`src/rtl/cfts_pkg.sv`:
```
package cfts_pkg;

	localparam int NUM_CSRS      = 32;
	localparam int XLEN          = 64;
	localparam int COUNT_INDEX   = 6;
	localparam int COMPARE_INDEX = 7;
	localparam int CYCLE_INDEX   = 16;
	localparam int STATUS_INDEX  = 10;

	localparam int EPC_WORD   = 2;
	localparam int EVEC_WORD  = 8;
	localparam int CAUSE_WORD = 9;

	localparam int ST_S   = 0;
	localparam int ST_PS  = 1;
	localparam int ST_EI  = 2;
	localparam int ST_PEI = 3;

	localparam int PORT_W  = 64;
	localparam int OP_W    = 3;
	localparam int IDX_W   = 5;
	localparam int CAUSE_W = 5;
	localparam int COUNT_W = 32;
	localparam int CYCLE_W = 64;

	localparam logic [CAUSE_W-1:0] CAUSE_RESET = 5'd6;

	typedef enum logic [OP_W-1:0] {
		OP_RW    = 3'd0,
		OP_RS    = 3'd1,
		OP_RC    = 3'd2,
		OP_SRET  = 3'd3,
		OP_SCALL = 3'd4,
		OP_TICK  = 3'd5
	} op_t;

	typedef logic [XLEN-1:0] word_t;
	typedef word_t store_t [NUM_CSRS];

	typedef struct packed {
		logic [OP_W-1:0]   op;
		logic [IDX_W-1:0]  csr_index;
		logic [PORT_W-1:0] write_value;
		logic [PORT_W-1:0] trap_pc;
	} item_t;

endpackage

```
`src/rtl/csr_file_with_trap_stack_core.sv`:
```
// channel  | handshake                    | payload
// item     | item_valid / item_stall      | op, csr_index, write_value, trap_pc
// result   | result_valid / result_stall  | read_value
// config   | cfg_we                       | cfg_wdata (system call cause)
//
// an item is registered on entry and its result in the result register, and
// one item is taken every cycle unless a held result stalls the entry stage
// the control-register read-modify-write sits between the entry register
// and the result register, state updates as the result is registered
// reset clears every control register, both timers and the cause to six
// item_stall rises only while a result is held and the entry stage is full
module csr_file_with_trap_stack_core (
	input  logic                          clk,
	input  logic                          arst_n,
	input  logic                          item_valid,
	output logic                          item_stall,
	input  logic [cfts_pkg::OP_W-1:0]     op,
	input  logic [cfts_pkg::IDX_W-1:0]    csr_index,
	input  logic [cfts_pkg::PORT_W-1:0]   write_value,
	input  logic [cfts_pkg::PORT_W-1:0]   trap_pc,
	output logic                          result_valid,
	input  logic                          result_stall,
	output logic [cfts_pkg::PORT_W-1:0]   read_value,
	input  logic                          cfg_we,
	input  logic [cfts_pkg::CAUSE_W-1:0]  cfg_wdata
);
	import cfts_pkg::*;

	item_t                item_s1;
	logic                 valid_s1;
	logic                 valid_q;
	logic [PORT_W-1:0]    read_value_q;
	logic [CAUSE_W-1:0]   cause_q;
	logic [PORT_W-1:0]    result;
	logic                 out_free;
	logic                 fire;

	assign out_free   = !valid_q || !result_stall;
	assign fire       = valid_s1 && out_free;
	assign item_stall = valid_s1 && !out_free;

	always_ff @(posedge clk or negedge arst_n) begin
		if (!arst_n) begin
			cause_q <= CAUSE_RESET;
		end else if (cfg_we) begin
			cause_q <= cfg_wdata;
		end
	end

	always_ff @(posedge clk or negedge arst_n) begin
		if (!arst_n) begin
			valid_s1 <= 1'b0;
			valid_q  <= 1'b0;
		end else begin
			if (!item_stall) begin
				valid_s1 <= item_valid;
			end
			if (out_free) begin
				valid_q <= valid_s1;
			end
		end
	end

	always_ff @(posedge clk) begin
		if (item_valid && !item_stall) begin
			item_s1 <= '{op: op, csr_index: csr_index, write_value: write_value,
				trap_pc: trap_pc};
		end
		if (fire) begin
			read_value_q <= result;
		end
	end

	cfts_exec u_exec (
		.clk         (clk),
		.arst_n      (arst_n),
		.fire        (fire),
		.item        (item_s1),
		.scall_cause (cause_q),
		.result      (result)
	);

	assign result_valid = valid_q;
	assign read_value   = read_value_q;

endmodule

```
`src/rtl/cfts_exec.sv`:
```
module cfts_exec (
	input  logic                          clk,
	input  logic                          arst_n,
	input  logic                          fire,
	input  cfts_pkg::item_t               item,
	input  logic [cfts_pkg::CAUSE_W-1:0]  scall_cause,
	output logic [cfts_pkg::PORT_W-1:0]   result
);
	import cfts_pkg::*;

	store_t               csr_q;
	store_t               csr_d;
	logic [COUNT_W-1:0]   count_q;
	logic [COUNT_W-1:0]   count_d;
	logic [CYCLE_W-1:0]   cycle_q;
	logic [CYCLE_W-1:0]   cycle_d;

	word_t                src;
	word_t                pc;
	word_t                res;
	word_t                old;
	word_t                merged;
	word_t                st;
	logic [IDX_W-1:0]     idx;

	always_comb begin
		src     = item.write_value[XLEN-1:0];
		pc      = item.trap_pc[XLEN-1:0];
		idx     = item.csr_index;
		csr_d   = csr_q;
		count_d = count_q;
		cycle_d = cycle_q;
		res     = '0;
		old     = '0;
		merged  = '0;
		st      = '0;
		unique case (op_t'(item.op))
			OP_RW, OP_RS, OP_RC: begin
				if (idx == IDX_W'(COUNT_INDEX)) begin
					old = XLEN'(count_q);
				end else if (idx == IDX_W'(CYCLE_INDEX) && idx != IDX_W'(COMPARE_INDEX)) begin
					old = cycle_q[XLEN-1:0];
				end else begin
					old = csr_q[idx];
				end
				unique case (op_t'(item.op))
					OP_RW:   merged = src;
					OP_RS:   merged = old | src;
					default: merged = old & ~src;
				endcase
				res = old;
				if (idx == IDX_W'(COUNT_INDEX)) begin
					count_d = merged[COUNT_W-1:0];
				end else if (idx == IDX_W'(COMPARE_INDEX)) begin
					csr_d[idx] = XLEN'(merged[COUNT_W-1:0]);
				end else if (idx != IDX_W'(CYCLE_INDEX)) begin
					csr_d[idx] = merged;
				end
			end
			OP_SRET: begin
				st                  = csr_q[STATUS_INDEX];
				st[ST_S]            = st[ST_PS];
				st[ST_EI]           = st[ST_PEI];
				csr_d[STATUS_INDEX] = st;
				res                 = csr_d[EPC_WORD];
			end
			OP_SCALL: begin
				csr_d[CAUSE_WORD]   = XLEN'(scall_cause);
				st                  = csr_d[STATUS_INDEX];
				st[ST_PS]           = st[ST_S];
				st[ST_S]            = 1'b1;
				st[ST_PEI]          = st[ST_EI];
				st[ST_EI]           = 1'b0;
				csr_d[STATUS_INDEX] = st;
				csr_d[EPC_WORD]     = pc;
				res                 = csr_d[EVEC_WORD];
			end
			OP_TICK: begin
				cycle_d = cycle_q + CYCLE_W'(1);
				count_d = count_q + COUNT_W'(1);
			end
			default: begin
				res = '0;
			end
		endcase
	end

	assign result = PORT_W'(res);

	always_ff @(posedge clk or negedge arst_n) begin
		if (!arst_n) begin
			csr_q   <= '{default: '0};
			count_q <= '0;
			cycle_q <= '0;
		end else if (fire) begin
			csr_q   <= csr_d;
			count_q <= count_d;
			cycle_q <= cycle_d;
		end
	end

endmodule

```
`config.mk`:
```
export PLATFORM = sky130hd
export DESIGN_NAME = csr_file_with_trap_stack_core
export DESIGN_NICKNAME = d
export VERILOG_FILES = /design/src/rtl/cfts_pkg.sv /design/src/rtl/csr_file_with_trap_stack_core.sv /design/src/rtl/cfts_exec.sv
export SDC_FILE = /design/constraint.sdc
export NUM_CORES = 2
export LEC_CHECK = 0
export BUFFER_PORTS_ARGS = -buffer_cell sky130_fd_sc_hd__buf_2
export CORE_MARGIN = 10
export CORE_UTILIZATION = 40
export CTS_CLUSTER_SIZE = 16
export DETAILED_ROUTE_END_ITERATION = 10
export PLACE_DENSITY = 0.51
export SLEW_MARGIN = 20
export SYNTH_ARGS = -nofsm -noshare
export SYNTH_HDL_FRONTEND = slang
export SYNTH_HIERARCHICAL = 1
export SYNTH_SLANG_ARGS = --single-unit
export TNS_END_PERCENT = 50
```
`constraint.sdc`:
```
create_clock -name clk -period 8.8 [get_ports clk]
set_clock_uncertainty 0.2 [all_clocks]
set_input_delay 0.88 -clock clk [delete_from_list [all_inputs] [get_ports clk]]
set_output_delay 0.88 -clock clk [all_outputs]
set_load 0.1 [all_outputs]
```
[Word level (Yosys, flattened, before mapping)]
Cells that the tools add are included.
Storage, ports and cells
  register bits: 2351
  input bits: 146
  output and inout bits: 66
  logic and storage cells: 112
Cells by class
  $add $sub $neg: 2
  order comparisons: 2
  eq/ne operators: 13
  mux-type cells: 21
  bitwise operators: 7
  reductions and logical operators: 23
Operators with widths (count)
  $bwmux 2048: 2
  $mux 2048: 2
  $mux 1920: 1
  $mux 64: 7
  $pmux 64 s2: 3
  $pmux 64 s3: 2
  $bmux 64 s5: 1
  $demux 64 s5: 1
  $add 64x1->64 const B: 1
  $and 64x64->64: 1
  $not 64->64: 1
  $or 64x64->64: 1
  $pmux 32 s2: 1
  $add 32x1->32 const B: 1
  $mux 32: 1
  $reduce_and 4->1: 3
  $eq 5x3->1 const B: 2
  $eq 3x2->1 const B: 2
  $eq 3x3->1 const B: 2
  $ge 6x6->1 const B: 1
  $lt 6x1->1 const B: 1
  $not 5->6: 1
  $reduce_and 6->1: 1
  $reduce_bool 2->1: 3
  17 further kinds: 26

[Depth between registers and ports, before layout]
  depth after elaboration: 15
  depth in mapped cells: 14
  gate-level depth less buffers: 8

[Modules after synthesis]
Netlist, hierarchy kept.
By module, submodules not included
  cfts_exec: times used 1, cells an instance 9715, area an instance 97539.8 µm², seq. area each 53451.3 µm²
  csr_file_with_trap_stack_core: times used 1, cells an instance 218, area an instance 6276.0 µm², seq. area each 6183.4 µm²

[Worst setup path before layout]
OpenSTA, ideal clock, no wires.
  kind: register to register
  start: register valid_q, in the netlist result_valid
  end: register u_exec.cycle_q[27]
  setup time: 0.079 ns
  data arrival time: 8.106 ns
  data required time: 8.521 ns
  slack: 0.415 ns
  stages on the path, launching flop included: 11
  buffers on the path: 2
  period minus slack after synthesis: 8.385 ns
  cells stage by stage: dfrtp_1 > a21boi_0 > and4b_1 > buf_4 > nand2_2 > nor4_2 > and2_0 > clkbuf_1 > nand4_1 > nor2_1 > xor2_1
Between the ends
  cells in the longest elaborated chain, start to end: 4
RTL lines
  from (decl): RTL line csr_file_with_trap_stack_core.sv:31  | logic valid_q;
  from (signal assigned): RTL line csr_file_with_trap_stack_core.sv:59  | valid_q <= valid_s1;
  $logic_not 1->1: RTL line csr_file_with_trap_stack_core.sv:38  | assign out_free = !valid_q || !result_stall;
  $logic_or 1x1->1: RTL line csr_file_with_trap_stack_core.sv:38
  $logic_and 1x1->1: RTL line csr_file_with_trap_stack_core.sv:39  | assign fire = valid_s1 && out_free;
  net fire: RTL line csr_file_with_trap_stack_core.sv:36  | logic fire;
  $reduce_and 2->1 (no line)
  to (signal assigned): RTL line cfts_exec.sv:98  | cycle_q <= cycle_d;
  to (decl): RTL line cfts_exec.sv:15  | logic [CYCLE_W-1:0] cycle_q;
The timed path passes the listed nets, and every way through them passes these cells.
A chain may end at the register's enable or synchronous reset.

[Final worst setup path]
  start: register item_s1[130] (netlist name)
  end: register read_value_q[24], in the netlist read_value[24], data pin
Between the ends
  cells in the longest elaborated chain, start to end: 8
  elaborated cells between the ends (all ways): 12
  those cells by class: eq/ne (3); mux (7); bitwise (1); reduce/logical (1)
RTL lines
  from (decl): RTL line csr_file_with_trap_stack_core.sv:29  | item_t item_s1;
  from (signal assigned): RTL line csr_file_with_trap_stack_core.sv:66  | item_s1 <= '{op: op, csr_index: csr_index, write_value: write_value,
  $not 5->6 (not written as such): RTL line cfts_exec.sv:44  | old = csr_q[idx];
  $bmux 64 s5: RTL line cfts_exec.sv:44
  $mux 64 (not written as such) (2 in series): RTL line cfts_exec.sv:44
  $mux 64: RTL line cfts_exec.sv:41  | end else if (idx == IDX_W'(CYCLE_INDEX) && idx != IDX_W'(COMPARE_INDEX)) begin
  $mux 64 (*): RTL line cfts_exec.sv:39  | if (idx == IDX_W'(COUNT_INDEX)) begin
  $mux 64 (*): RTL line cfts_exec.sv:37  | unique case (op_t'(item.op))
  $pmux 64 s3 (*): RTL line cfts_exec.sv:37
  net result[24]: RTL line csr_file_with_trap_stack_core.sv:34  | logic [PORT_W-1:0] result;
  to (signal assigned): RTL line csr_file_with_trap_stack_core.sv:70  | read_value_q <= result;
  to (decl): RTL line csr_file_with_trap_stack_core.sv:32  | logic [PORT_W-1:0] read_value_q;
Mark *: on every way through the listed nets, which the timed path passes. The rest lies on a longest branch. The select of a mux whose other input is x is not followed.

==> key figures <==
Power and ir drop
  – Combinational share of power: 12.3%
  – Pleak: ~52 nW
  – Clk pwr share: roughly two fifths
  – Int Power: 19.3 mW
  – Reg power frac: roughly 47%
  – Sw Share: 27.6%
  – Switching pwr: 7.34 mW
  – VDD IR-drop max: 0.000199 V
  – PwrDens: 228 nW/um^2

Route
  – DR vias/cell: 5.84
  – DR iter-0 viols: 8,110
  – DR vias: 77,700
  – Routed WL: 389,000 um
  – # DRC: 0
  – Pre-Repair DR Iteration Count: 6
  – DRT antenna net count: 0
  – Wire per inst: approximately 29 um

CTS
  – H-tree Lvls: 4
  – Clock-pin slew on the worst setup and hold paths: 60 ps
  – Clock Tree Buf Depth: 4
  – Worst-Skew Late Latency: 930 ps
  – Cts bufs inserted: ~250
  – TritonCTS Sinks: 2,343
  – Post_cts resized: 0
  – Root Buffer: clkbuf_16
  – CTS tree: built

Worst setup path
  – Reg2Reg Capture Point: read_value[24]$_DFFE_PP_
  – Maximum fanout along the worst path: 43
  – CP endpoint kind: flop
  – Critical Path Start: item_s1[130]$_DFFE_PP_
  – Largest stage delay, worst path: 1020 ps
  – R2r startpoint: item_s1[130]$_DFFE_PP_
  – Worst path bufs/invs: 1
  – Family with the most delay on the worst path: compound AO/OA/AOI/OAI gates
  – Register-to-register setup slack: 3330 ps
  – Critical path depth in cells: 8
  – CP startpoint kind: flop
  – Critical path, cell by cell: buf_4 > or2_4 > o22ai_1 > a221oi_2 > o22ai_1 > a2111oi_2 > nor2_1 > o31ai_1
  – Critical Path RT: 9140 ps
  – CP arrival: between 5000 and 6000 ps
  – Slowest CP cell: or2_4
  – Most used cell, CP: o22ai_1
  – Worst reg2reg path depth: 8
  – CP endpoint: read_value[24]$_DFFE_PP_
  – Critical path type: flop to flop

GRT
  – Grt met2 use: a little over two fifths
  – GRT Max-Usage Layer: met2
  – GRT met3 Usage: about 4.3%
  – Largest net degree at the start of global routing: 170
  – Antenna violations before repair: 20
  – Met1 Track Usage GR: 37.0%
  – Global route overflow: 0
  – First-pass GRT wire length: 561,000 um
  – Vias in the first global route: 76,300
  – Tot GR Track Use: 27.1%

Finish
  – Core Util, Final: 45.3%
  – Layout overhead on the synthesized area: 12.4%
  – Share of post-route cells with drive strength above 1: 12.1%
  – Nets: 9,852
  – Finished Cell Area: 117,000 sq um

Logic synthesis
  – Syn nets: 10,100
  – Seq/Total Area, Yosys: a little under three fifths
  – Synth top area cells: dfrtp_1, o21ai_0, nand2_1
  – Post-Synth Simple-Gate Area: 10.3%
  – Number of synthesis warnings: 6
  – Cell area after synthesis: 104,000 sq um
  – Mapped Cells: 9,933
  – Area share of fa/ha/maj cells after synthesis: 0.0241%
  – Post-Synth XOR/XNOR Area: 0.531%
  – Multiplexer share of the synthesized area: a little over a tenth
  – Avg Inst Size Synth: around 10 sq um
  – Asr flop ratio synth: 91.5%
  – Post-synth EDFFs: 200
  – Yosys top cell area share: 51.6%
  – Post-synth top area cell: dfrtp_1
  – #FFs+latches synth: approximately 2,300
  – Main combinational cell family by area after synthesis: compound AO/OA/AOI/OAI gates
  – Area fraction in compound gates after synthesis: 16.2%
  – Post-synth top flop: dfrtp_1
  – Yosys cell types: 86

Status
  – Status: finished, final reports clean

Placed design
  – Dpl cell area: 107,000 sq um
  – Detailed placer's ending HPWL: 231,000 um
  – Placer Congestion: 0.889
  – IO buf count: 211

Timing
  – Setup tns final: 0 ps
  – Final setup fails: 0
  – RSZ-0062 raised after global routing: false
  – Period utilisation layout: ~62%
  – Final slew viol count: 0
  – Final hold vios: 0
  – Worst slew pin tran: about 1200 ps
  – Slew headroom: 16.5%
  – Post-route minimum period: between 5000 and 6000 ps
  – Max Clk Rate: ~0.18 GHz

Floorplanning
  – # rows: about 190
  – Std-Cell Core Area: 258,000 sq um
  – Die Ht: about 530 um
  – Effective utilization at floorplan: 40.3%
  – Die Footprint: 280,000 sq um
  – Die X: 529 um
  – Ports: 212

Hold path
  – Hold Path Class: input pin to flop

Run
  – Max Cap Violations: 0
==> sequential cells by signal, indices dropped and copies added (netlist names) <==
name / count
cause_q: 5
result_valid: 1
item_s1: 136
read_value: 64
u_exec/count_q: 32
u_exec/cycle_q: 64
u_exec/csr_q: 2040
valid_s1: 1
==> routing by layer <==
| metal | vias up | routed length (um) |
|---|---|---|
| li1 | 34400 | - |
| met1 | 39600 | 165000 |
| met2 | 2933 | 177000 |
| met3 | 751 | 26300 |
| met4 | 2 | 20500 |
| met5 | - | 16 |
==> cells by family after synthesis <==
| kind of cell | count (synthesis) |
|---|---|
| AO/OA/AOI/OAI | 2975 |
| multiplexers | 886 |
| adder cells (fa/ha/maj) | 2 |
| AND/OR/NAND/NOR | 2588 |
| flip-flops | 2343 |
| XOR/XNOR | 63 |
| buffers and inverters | 1076 |
==> what timing repair did <==
item,4_1_cts,5_1_grt
hold buffers,142,0
setup buffers,0,0
hold endpoints to repair,250,0
==> power groups by stage <==
| stage | Combinational (mW) | Clock (mW) | Sequential (mW) |
|---|---|---|---|
| floorplan | 1.89 | 0 | 12.7 |
| global placement | 3.15 | 0 | 12.7 |
| detailed placement | 3.22 | 0 | 12.7 |
| CTS | 3.27 | 11.0 | 12.5 |
| global route | 3.59 | 11.4 | 12.6 |
| finish | 3.28 | 10.8 | 12.5 |
==> final cells by class <==
| cell class | instances | area [sq um] |
|---|---|---|
| Antenna cell | 14 | 35.0 |
| Clock buffer | 370 | 7300 |
| Clock inverter | 79 | 973 |
| Fill cell | 24100 | 141000 |
| Inverter | 17 | 63.8 |
| Multi-Input combinational cell | 6514 | 39900 |
| Sequential cell | 2343 | 59600 |
| Tap cell | 3384 | 4230 |
| Timing Repair Buffer | 580 | 4600 |
==> cell usage in the layout, fill, tap and decap left out, types with 43 or more instances in the layout <==
| cell | n |
|---|---|
| dfrtp_1 | 2141 |
| clkbuf_8 | 55 |
| mux4_2 | 173 |
| nor3_1 | 64 |
| nand2_1 | 1929 |
| a211oi_1 | 57 |
| dlygate4sd3_1 | 142 |
| o22ai_1 | 94 |
| o21ai_1 | 70 |
| nor2_1 | 242 |
| clkbuf_1 | 63 |
| buf_4 | 189 |
| o21ai_0 | 1890 |
| edfxtp_1 | 200 |
| and2_1 | 46 |
| mux2i_1 | 633 |
| buf_2 | 213 |
| and3_1 | 73 |
| clkbuf_16 | 252 |
| a221oi_1 | 43 |
| a22oi_1 | 239 |
| a21oi_1 | 334 |
| mux2_2 | 79 |
| xnor2_1 | 43 |
==> Yosys cell counts (all sizes together) (94+ instances only) <==
master	n
nand2	1948
clkbuf	773
mux4	174
a22oi	239
nor2	249
o22ai	94
o21ai	1964
mux2i	633
buf	286
edfxtp	200
dfrtp	2141
a21oi	357
==> worst reg2reg max path, cell delays in order (launching register included) <==
cell,delay [ps]
edfxtp_1,660
buf_4,630
or2_4,1050
o22ai_1,260
a221oi_2,300
o22ai_1,190
a2111oi_2,730
nor2_1,90
o31ai_1,1010
==> per-stage QoR <==
| stage | std cells | total power, mW | setup slack (ps) | hold WS, ps |
|---|---|---|---|---|
| 2_1_floorplan | 9933 | 14.6 | 415 | 224 |
| 3_3_place_gp | 12700 | 15.8 | 2920 | 160 |
| 3_5_place_dp | 12700 | 15.9 | 3400 | 163 |
| 4_1_cts | 13300 | 26.8 | 3380 | 49.2 |
| 5_1_grt | 13300 | 27.6 | 3200 | 55.8 |
| 6_report | 13300 | 26.6 | 3330 | 84.5 |
==> worst min-delay path by stage <==
stage,from,to,slack (ps),cells after the start
2_1_floorplan,u_exec/csr_q[1607]$_DFFE_PN0P_,u_exec/csr_q[1607]$_DFFE_PN0P_,220,1
6_report,csr_index[2],item_s1[130]$_DFFE_PP_,80,1
3_3_place_gp,u_exec/csr_q[1603]$_DFFE_PN0P_,u_exec/csr_q[1603]$_DFFE_PN0P_,160,0
5_1_grt,csr_index[2],item_s1[130]$_DFFE_PP_,60,1
3_5_place_dp,u_exec/csr_q[1636]$_DFFE_PN0P_,u_exec/csr_q[1636]$_DFFE_PN0P_,160,0
4_1_cts,csr_index[2],item_s1[130]$_DFFE_PP_,50,1
(Power assumes the default switching activity.)
